<file path="config.mk">
export PLATFORM = sky130hd
export DESIGN_NAME = utf8_to_legacy_codepage
export DESIGN_NICKNAME = d
export VERILOG_FILES = /design/src/hw/rtl/u2l_pkg.sv /design/src/hw/rtl/u2l_decode.sv /design/src/hw/rtl/u2l_outq.sv /design/src/hw/rtl/utf8_to_legacy_codepage.sv
export SDC_FILE = /design/constraint.sdc
export NUM_CORES = 1
export LEC_CHECK = 0
export ABC_AREA = 0
export BUFFER_PORTS_ARGS = -buffer_cell sky130_fd_sc_hd__buf_4
export CAP_MARGIN = 20
export CORE_MARGIN = 2
export CORE_UTILIZATION = 30
export DETAILED_ROUTE_END_ITERATION = 8
export PLACE_DENSITY_LB_ADDON = 0.3
export SYNTH_ARGS = -nofsm -noshare
export SYNTH_HDL_FRONTEND = slang
export SYNTH_HIERARCHICAL = 1
export SYNTH_SLANG_ARGS = --single-unit
</file>
<file path="constraint.sdc">
create_clock -name clk -period 4.55 [get_ports clk]
set_clock_uncertainty 0.1 [all_clocks]
set_input_delay 0.2275 -clock clk [delete_from_list [all_inputs] [get_ports clk]]
set_output_delay 0.2275 -clock clk [all_outputs]
set_load 0.01 [all_outputs]
</file>
<file path="src/hw/rtl/u2l_pkg.sv">
// Shared types, constants and the code point mapping function of the UTF-8 transcoder.
package u2l_pkg;

  // Replacement character '?'
  localparam logic [7:0] REPL_CHAR = 8'h3F;

  // Values of the code page select register
  localparam logic CP_WIN1252 = 1'b0;
  localparam logic CP_WIN1251 = 1'b1;

  // Register index, taken from the word address of the configuration port
  localparam logic REG_TARGET_CP = 1'b0;

  // Pending sequence depth codes
  localparam logic [1:0] PEND_NONE   = 2'd0;
  localparam logic [1:0] PEND_LEAD   = 2'd1;
  localparam logic [1:0] PEND_SECOND = 2'd2;

  // Depth of the result queue and width of its fill level
  localparam int OUTQ_DEPTH = 4;
  localparam int OUTQ_LW    = $clog2(OUTQ_DEPTH + 1);

  // One result item
  typedef struct packed {
    logic [7:0] code;
    logic       sub;
    logic       run_end;
  } res_t;

  // Results caused by one input request: count and up to two items
  typedef struct packed {
    logic [1:0] num;
    res_t       r0;
    res_t       r1;
  } dec_out_t;

  // Status of the result queue towards the top level
  typedef struct packed {
    logic               room2;
    logic [OUTQ_LW-1:0] level;
  } q_stat_t;

  // Mapped byte and substitution flag
  typedef struct packed {
    logic [7:0] code;
    logic       sub;
  } map_t;

  // Maps a code point to the selected legacy code page.
  function automatic map_t map_point(input logic [15:0] cp, input logic sel);
    map_t m;
    m.code = REPL_CHAR;
    m.sub  = 1'b1;
    if (cp <= 16'h007F) begin
      m.code = cp[7:0];
      m.sub  = 1'b0;
    end else if (sel == CP_WIN1252) begin
      if (cp >= 16'h00A0 && cp <= 16'h00FF) begin
        m.code = cp[7:0];
        m.sub  = 1'b0;
      end else begin
        m.sub = 1'b0;
        case (cp)
          16'h20AC: m.code = 8'h80;
          16'h201A: m.code = 8'h82;
          16'h0192: m.code = 8'h83;
          16'h201E: m.code = 8'h84;
          16'h2026: m.code = 8'h85;
          16'h2020: m.code = 8'h86;
          16'h2021: m.code = 8'h87;
          16'h02C6: m.code = 8'h88;
          16'h2030: m.code = 8'h89;
          16'h0160: m.code = 8'h8A;
          16'h2039: m.code = 8'h8B;
          16'h0152: m.code = 8'h8C;
          16'h017D: m.code = 8'h8E;
          16'h2018: m.code = 8'h91;
          16'h2019: m.code = 8'h92;
          16'h201C: m.code = 8'h93;
          16'h201D: m.code = 8'h94;
          16'h2022: m.code = 8'h95;
          16'h2013: m.code = 8'h96;
          16'h2014: m.code = 8'h97;
          16'h02DC: m.code = 8'h98;
          16'h2122: m.code = 8'h99;
          16'h0161: m.code = 8'h9A;
          16'h203A: m.code = 8'h9B;
          16'h0153: m.code = 8'h9C;
          16'h017E: m.code = 8'h9E;
          16'h0178: m.code = 8'h9F;
          default: begin
            m.code = REPL_CHAR;
            m.sub  = 1'b1;
          end
        endcase
      end
    end else begin
      // Cyrillic block U+0410..U+044F lands on 0xC0..0xFF
      if (cp >= 16'h0410 && cp <= 16'h044F) begin
        m.code = cp[7:0] + 8'hB0;
        m.sub  = 1'b0;
      end else if (cp == 16'h0401) begin
        m.code = 8'hA8;
        m.sub  = 1'b0;
      end else if (cp == 16'h0451) begin
        m.code = 8'hB8;
        m.sub  = 1'b0;
      end
    end
    return m;
  endfunction

endpackage

</file>
<file path="src/hw/rtl/u2l_decode.sv">
// UTF-8 sequence decoder with its pending-byte state and code page mapping.
module u2l_decode import u2l_pkg::*; (
  input  logic       clk,
  input  logic       rst_n,
  input  logic       go,
  input  logic [7:0] byte_in,
  input  logic       last_in,
  input  logic       codepage,
  output dec_out_t   dec,
  output logic       pend_busy
);

  logic [7:0] lead_r, lead_nxt;
  logic [7:0] second_r, second_nxt;
  logic [1:0] cnt_r, cnt_nxt;
  logic       is_lead;
  logic [15:0] cp;
  map_t       m;

  // A byte that opens a two- or three-byte sequence
  assign is_lead = (byte_in[7:5] == 3'b110) || (byte_in[7:4] == 4'b1110);

  // Assemble the code point of a sequence that completes with this byte
  always_comb begin
    if (cnt_r == PEND_SECOND) begin
      cp = {lead_r[3:0], second_r[5:0], byte_in[5:0]};
    end else begin
      cp = {5'd0, lead_r[4:0], byte_in[5:0]};
    end
  end

  assign m = map_point(cp, codepage);

  // Result selection and next pending state
  always_comb begin
    dec        = '0;
    lead_nxt   = lead_r;
    second_nxt = second_r;
    cnt_nxt    = cnt_r;
    case (cnt_r)
      PEND_LEAD: begin
        if (lead_r[7:5] == 3'b110) begin
          dec.num     = 2'd1;
          dec.r0.code = m.code;
          dec.r0.sub  = m.sub;
          cnt_nxt     = PEND_NONE;
        end else if (last_in) begin
          // Stream ended after two bytes of three: lead fails, byte redone as lead
          dec.num     = 2'd2;
          dec.r0.code = REPL_CHAR;
          dec.r0.sub  = 1'b1;
          dec.r1.code = byte_in[7] ? REPL_CHAR : byte_in;
          dec.r1.sub  = byte_in[7];
          cnt_nxt     = PEND_NONE;
        end else begin
          second_nxt = byte_in;
          cnt_nxt    = PEND_SECOND;
        end
      end
      PEND_SECOND: begin
        dec.num     = 2'd1;
        dec.r0.code = m.code;
        dec.r0.sub  = m.sub;
        cnt_nxt     = PEND_NONE;
      end
      default: begin
        cnt_nxt = PEND_NONE;
        if (!byte_in[7]) begin
          dec.num     = 2'd1;
          dec.r0.code = byte_in;
        end else if (is_lead && !last_in) begin
          lead_nxt = byte_in;
          cnt_nxt  = PEND_LEAD;
        end else begin
          dec.num     = 2'd1;
          dec.r0.code = REPL_CHAR;
          dec.r0.sub  = 1'b1;
        end
      end
    endcase
    if (last_in) begin
      cnt_nxt = PEND_NONE;
    end
    // Mark the final result of this request
    dec.r0.run_end = (dec.num == 2'd1);
    dec.r1.run_end = (dec.num == 2'd2);
  end

  // Pending sequence registers
  always_ff @(posedge clk) begin
    if (!rst_n) begin
      cnt_r <= PEND_NONE;
    end else if (go) begin
      cnt_r <= cnt_nxt;
    end
  end

  always_ff @(posedge clk) begin
    if (go) begin
      lead_r   <= lead_nxt;
      second_r <= second_nxt;
    end
  end

  assign pend_busy = (cnt_r != PEND_NONE);

endmodule

</file>
<file path="src/hw/rtl/u2l_outq.sv">
// Result queue that takes up to two results a cycle and hands out one.
module u2l_outq import u2l_pkg::*; (
  input  logic     clk,
  input  logic     rst_n,
  input  dec_out_t push,
  input  logic     push_en,
  input  logic     pop,
  output logic     valid,
  output res_t     head,
  output q_stat_t  stat
);

  localparam int AW = $clog2(OUTQ_DEPTH);
  localparam int CW = OUTQ_LW;

  res_t          mem [OUTQ_DEPTH];
  logic [AW-1:0] wr_r, wr_nxt;
  logic [AW-1:0] rd_r, rd_nxt;
  logic [CW-1:0] cnt_r, cnt_nxt;
  logic [1:0]    n_in;
  logic          do_pop;

  assign n_in   = push_en ? push.num : 2'd0;
  assign do_pop = pop && (cnt_r != '0);

  // Pointer and fill level update
  always_comb begin
    wr_nxt  = wr_r + AW'(n_in);
    rd_nxt  = rd_r + AW'(do_pop);
    cnt_nxt = cnt_r + CW'(n_in) - CW'(do_pop);
  end

  always_ff @(posedge clk) begin
    if (!rst_n) begin
      wr_r  <= '0;
      rd_r  <= '0;
      cnt_r <= '0;
    end else begin
      wr_r  <= wr_nxt;
      rd_r  <= rd_nxt;
      cnt_r <= cnt_nxt;
    end
  end

  // Storage writes: first result at the write pointer, second just after
  always_ff @(posedge clk) begin
    if (n_in != 2'd0) begin
      mem[wr_r] <= push.r0;
    end
    if (n_in == 2'd2) begin
      mem[wr_r + AW'(1)] <= push.r1;
    end
  end

  assign valid      = (cnt_r != '0);
  assign head       = mem[rd_r];
  assign stat.room2 = (32'(cnt_r) + 2 <= OUTQ_DEPTH);
  assign stat.level = cnt_r;

endmodule

</file>
<file path="src/hw/rtl/utf8_to_legacy_codepage.sv">
// Top level of the UTF-8 to Windows-1252/1251 transcoder.
// A byte is held in the input register, then decoded and mapped into the result queue,
// whose head drives out_valid. Throughput: one byte per cycle while the queue has room
// for two results, also for a byte that yields two; the four-entry queue sets how long
// a stalled output can be absorbed. Reset (rst_n, synchronous, active low) clears the
// queue, the pending sequence and selects Windows-1252.
module utf8_to_legacy_codepage import u2l_pkg::*; (
  input  logic        clk,
  input  logic        rst_n,
  input  logic        in_valid,
  output logic        in_ready,
  input  logic [7:0]  in_byte,
  input  logic        in_last,
  output logic        out_valid,
  input  logic        out_ready,
  output logic [7:0]  out_byte,
  output logic        out_substituted,
  output logic        out_run_end,
  input  logic        cfg_psel,
  input  logic        cfg_penable,
  input  logic        cfg_pwrite,
  input  logic [2:0]  cfg_paddr,
  input  logic [31:0] cfg_pwdata,
  output logic [31:0] cfg_prdata,
  output logic        cfg_pready
);

  logic       cp_r;
  logic       s1_valid_r, s1_valid_nxt;
  logic [7:0] s1_byte_r;
  logic       s1_last_r;
  logic       s1_go;
  logic       in_fire;
  logic       cfg_wr;
  logic       pend_busy;
  dec_out_t   dec;
  res_t       head;
  q_stat_t    qstat;

  // Configuration register
  assign cfg_pready = 1'b1;
  assign cfg_wr     = cfg_psel && cfg_penable && cfg_pwrite && cfg_pready;

  always_ff @(posedge clk) begin
    if (!rst_n) begin
      cp_r <= CP_WIN1252;
    end else if (cfg_wr && cfg_paddr[2] == REG_TARGET_CP) begin
      cp_r <= cfg_pwdata[0];
    end
  end

  assign cfg_prdata = (cfg_paddr[2] == REG_TARGET_CP) ? {31'd0, cp_r} : 32'd0;

  // Input register: moves on when the queue has room for two results
  assign s1_go    = s1_valid_r && qstat.room2;
  assign in_ready = !s1_valid_r || s1_go;
  assign in_fire  = in_valid && in_ready;

  always_comb begin
    s1_valid_nxt = s1_valid_r;
    if (in_fire) begin
      s1_valid_nxt = 1'b1;
    end else if (s1_go) begin
      s1_valid_nxt = 1'b0;
    end
  end

  always_ff @(posedge clk) begin
    if (!rst_n) begin
      s1_valid_r <= 1'b0;
    end else begin
      s1_valid_r <= s1_valid_nxt;
    end
  end

  always_ff @(posedge clk) begin
    if (in_fire) begin
      s1_byte_r <= in_byte;
      s1_last_r <= in_last;
    end
  end

  // Decode and map
  u2l_decode u_decode (
    .clk       (clk),
    .rst_n     (rst_n),
    .go        (s1_go),
    .byte_in   (s1_byte_r),
    .last_in   (s1_last_r),
    .codepage  (cp_r),
    .dec       (dec),
    .pend_busy (pend_busy)
  );

  // Result queue
  u2l_outq u_outq (
    .clk     (clk),
    .rst_n   (rst_n),
    .push    (dec),
    .push_en (s1_go),
    .pop     (out_ready),
    .valid   (out_valid),
    .head    (head),
    .stat    (qstat)
  );

  assign out_byte        = head.code;
  assign out_substituted = head.sub;
  assign out_run_end     = head.run_end;

  // The queue never overfills
  a_q_bound: assert property (@(posedge clk) disable iff (!rst_n)
    32'(qstat.level) <= OUTQ_DEPTH)
    else $error("result queue overfilled");

  // A byte flagged as last leaves no sequence pending
  a_last_clears: assert property (@(posedge clk) disable iff (!rst_n)
    (s1_go && s1_last_r) |=> !pend_busy)
    else $error("sequence still pending after end of stream");

  // A substituted result always carries the replacement character
  a_sub_repl: assert property (@(posedge clk) disable iff (!rst_n)
    (out_valid && out_substituted) |-> (out_byte == REPL_CHAR))
    else $error("substitution without replacement character");

  // A stalled input register holds while the queue lacks room
  a_stall_hold: assert property (@(posedge clk) disable iff (!rst_n)
    (s1_valid_r && !qstat.room2) |=> (s1_valid_r && $stable(s1_byte_r)))
    else $error("input register lost a stalled byte");

endmodule
</file>
Word-level counts from Yosys, hierarchy flattened
Memory sizes are Yosys's and may differ from the RTL's. A register that Yosys moved wholly into a read port is not among the register bits.
Index checks and enable logic that the tools add are counted.
{"block": "op_classes", "add_sub_neg": 7, "n_lt_le_gt_ge": 6, "eq_ne": 37, "muxes": 33, "bitwise_logic": 4, "n_reduce_logical": 20}
{"cell": "== test 16 x 14 -> 1 bit, second input constant", "n": 17}
{"cell": "one-hot mux 8 bit (27 select lines)", "n": 1}
{"cell": "== test 16 x 9 -> 1 bit, second input constant", "n": 8}
{"cell": "2-to-1 mux 9 bit", "n": 10}
{"cell": "== test 16 x 10 -> 1 bit, second input constant", "n": 2}
{"cell": "== test 16 x 11 -> 1 bit, second input constant", "n": 2}
{"cell": "<= comparator 32 x 3 -> 1 bit, second input constant", "n": 1}
{"cell": "OR reduction 27 bit", "n": 1}
{"cell": "2-to-1 mux 11 bit", "n": 2}
{"cell": "one-hot mux 11 bit (2 select lines)", "n": 1}
{"cell": ">= comparator 16 x 11 -> 1 bit, second input constant", "n": 1}
{"cell": ">= comparator 16 x 8 -> 1 bit, second input constant", "n": 1}
{"cell": "<= comparator 16 x 11 -> 1 bit, second input constant", "n": 1}
{"cell": "<= comparator 16 x 7 -> 1 bit, second input constant", "n": 1}
{"cell": "<= comparator 16 x 8 -> 1 bit, second input constant", "n": 1}
{"cell": "2-to-1 mux 16 bit", "n": 1}
{"cell": "2-to-1 mux 1 bit", "n": 11}
{"cell": "2-to-1 mux 10 bit", "n": 1}
{"cell": "logical AND 1 bit", "n": 9}
{"cell": "adder 8 bit, second input constant", "n": 1}
{"cell": "== test 2 bit, second input constant", "n": 4}
{"cell": "2-to-1 mux 2 bit", "n": 4}
{"cell": "AND reduction 4 bit", "n": 2}
{"cell": "2-to-1 mux 7 bit", "n": 1}
{"cell": "16 further kinds", "n": 23}
{"block": "totals", "reg_bits": 33, "ramBits": 40, "inputBits": 51, "out_inout_bits": 45, "wordCells": 118, "mem_count": 1}
{"memory": "u_outq.mem", "words": 4, "word_bits": 10, "read_ports": 1, "rd_clocked_by_memory_dff": 1, "wr": 2, "line": "u2l_outq.sv:16", "rtl": "res_t mem [OUTQ_DEPTH];"}

Depth between registers and ports, before layout
{"block": "depth", "word_depth": 14, "ltp_mapped": 15, "depth_no_buf": 14}

Modules after synthesis
The synthesis kept the hierarchy.
{"module": "u2l_outq", "n_inst": 1, "cells_each": 152, "area_per_inst_um2": 2469.9, "seq_area_each_um2": 1341.3}
{"module": "u2l_decode", "n_inst": 1, "cells_each": 282, "area_per_inst_um2": 2130.8, "seq_area_each_um2": 430.4}
{"module": "utf8_to_legacy_codepage", "n_inst": 1, "cells_each": 55, "area_per_inst_um2": 643.1, "seq_area_each_um2": 310.3}

Worst setup path before layout
Ideal clock, no wire load.
{"block": "synth_path", "path_type": "register to register", "from": "reg s1_byte_r[5]", "to": "mem u_outq/mem[0][1] in the netlist's numbering, data pin", "setup_ns": 0.260, "arrival_ns": 2.926, "t_required_ns": 4.190, "slack_ns": 1.265, "stages_incl_launch_ff": 12, "n_path_buf": 1, "synth_period_minus_slack_ns": 3.285, "path_cell_list": "edfxtp_1 inv_1 ha_1 or3b_4 or4_1 o22ai_1 nor4_1 and4b_1 buf_6 a21o_1 a221o_1 mux2_2"}
{"element": "start, declared", "line": "utf8_to_legacy_codepage.sv:30", "rtl": "logic [7:0] s1_byte_r;"}
{"element": "start signal, assigned", "line": "utf8_to_legacy_codepage.sv:78", "rtl": "s1_byte_r <= in_byte;"}
{"element": "end, declared", "line": "u2l_outq.sv:16"}

==> metrics.txt <==
Lkg Pwr=2.153 nW; crit path capture type=register; Peak Freq=264.3 MHz; Setup crit start=s1_byte_r[5]; area taken by multi-input logic gates=0.002820 mm^2; H-tree depth=3; worst-skew pair later-pin latency=330 ps; Synth Cell Area=0.005240 mm^2; setup_tns=0 ps; cts repair resizes=0; power per standard cell area=approximately 370 mW/mm^2; GPL Wtd Cong=0.9118; ant diodes=0; FF-to-FF path depth=10; layout cells sized above 1=0.2284; WP data required=4530 ps; worst slew pin tran=869.8 ps; initial antenna violation count=0; Max-cap violations=0; RSZ-0062 raised after global routing=false; fillers=1771; WHS Path Cells=3; Fin. Hold Viols=0; DIE HEIGHT=approximately 140 um; DP HPWL=8986 um; count of clock tree sinks=73; row cnt=48; yosys warns=6; Synth-to-Final Area Change=12.94%; Pins Over Slew Limit=0; Worst slew margin=0.4193; Final setup viols=0; outcome=complete, no violations; r2r startpoint=s1_byte_r[5]; TritonCTS buffer count=9; # port buffers=30; CP startpoint kind=register; First-pass DRT Iterations=5; Final Cycle Share=0.8315; final wirelength=12380 um; Period minus WS final=3783 ps; CTS tree=done; number of vias per cell=between 5 and 6; hold slack=43.51 ps; Core Region=0.01718 mm^2; syn_area_per_cell=10.74 um^2; final-stage net count=roughly 580; die area=0.01854 mm^2; vias in the first global route=3696; Iteration-0 DRC Markers=slightly above 300; CP max FO=10; clock buffer depth=2; Clock Root Buffer=clkbuf_16; Total GRT Usage=0.1375; hold crit path type=primary input to register; Reg clk slew, reported paths=60 ps; Post-route DRC=0; total congestion overflow=0; largest net degree at the start of global routing=22; drt wl/cell=16.60 um; FF/Latch Area=0.002082 mm^2; maximum vdd drop=0.2652 mV; via count=just under 4000; first-pass GRT wire length=19840 um; CP Class=register to register; hold wc startpoint=cfg_pwdata[0]; Post-DRT Antenna Nets=0; Die X-Extent=136.2 um; Starting Density=0.3051; arrival time of the worst setup path=3770 ps; post-synthesis cell count=approximately 490; io pins=96
## power breakdown
| group | total (mW) | switching (mW) | internal [mW] |
|---|---|---|---|
| Combinational | 0.557 | 0.262 | 0.295 |
| Sequential | 0.896 | 0.0929 | 0.803 |
| Clock | 0.715 | 0.285 | 0.430 |
## critical path: stages, from the launching register on
cell and delay, ps:
edfxtp_1 570, inv_1 210, ha_1 190, or3b_4 390
or4_1 410, o22ai_1 210, nor4_1 120, and4b_1 310
a311oi_1 440, a21oi_1 240, mux2_2 320
## path summary, 6_finish.rpt
check | endpoint | slack, ps
max | u_outq/mem[1][3] | 770
min | cp_r | 40
max reg2reg | u_outq/mem[1][3] | 770
min reg2reg | s1_valid_r | 420
## flip-flops by register name, summed over array words and instances, names as in the netlist
name,cells
u_outq/mem,40
s1_last_r,1
s1_byte_r,8
u_outq/wr_r,2
cp_r,1
u_decode/lead_r,7
u_decode/cnt_r,2
u_outq/cnt_r,3
s1_valid_r,1
u_decode/second_r,6
u_outq/rd_r,2
## layout make-up
| type | instances | area share |
|---|---|---|
| sequential | 73 | 0.3518 |
| tap | 225 | 0.04757 |
| clock inverter | 7 | 0.01311 |
| multi-input combinational | 370 | 0.4765 |
| timing repair buffer | 47 | 0.06342 |
| inverter | 15 | 0.009514 |
| clock buffer | 9 | 0.03805 |
## cell usage in the layout (no fill, tap or decap), types with 4 or more instances in the layout
master,count
nor3_1,11
nand3b_1,4
o211ai_1,5
nand3_1,15
o21a_1,5
a21o_1,6
nor3b_1,5
mux4_2,10
xnor2_1,6
nor2_1,41
clkbuf_16,9
o21ai_0,17
ha_1,13
nand2b_1,4
nand2_1,23
conb_1,33
dlygate4sd3_1,9
inv_1,15
edfxtp_1,62
and2_1,15
mux2_4,11
mux2_2,33
mux2i_1,9
and3_1,5
nand4_1,6
a21oi_1,12
a211oi_1,7
nor2b_1,6
buf_4,38
dfxtp_1,11
## timing repair
| item | CTS | global route |
|---|---|---|
| endpoints found under the hold margin | 9 | 0 |
| hold buffers | 9 | 0 |
| setup buffers | 0 | 0 |
## metrics by stage
stage	power, mW	cell area [um^2]	cells	setup WS (ps)	utilization
floorplan	1.302	5353	518	1265	-
global placement	1.455	5525	721	844.9	0.3217
detailed placement	1.469	5525	721	834.2	0.3217
CTS	2.199	5918	746	829.1	0.3446
global route	2.293	5918	746	593.3	0.3446
finish	2.168	5918	746	766.7	0.3446
## per-layer routing
metal | vias to the layer above | part of all wire | global-route usage
li1 | 1831 | - | -
met1 | 1878 | 0.48 | 0.1877
met2 | 123 | 0.47 | 0.2225
met3 | 14 | 0.042 | 0.02610
met4 | 0 | 0.0086 | 0.03762
met5 | - | 0 | 0
No activity file was read; power rests on OpenSTA's default activity.
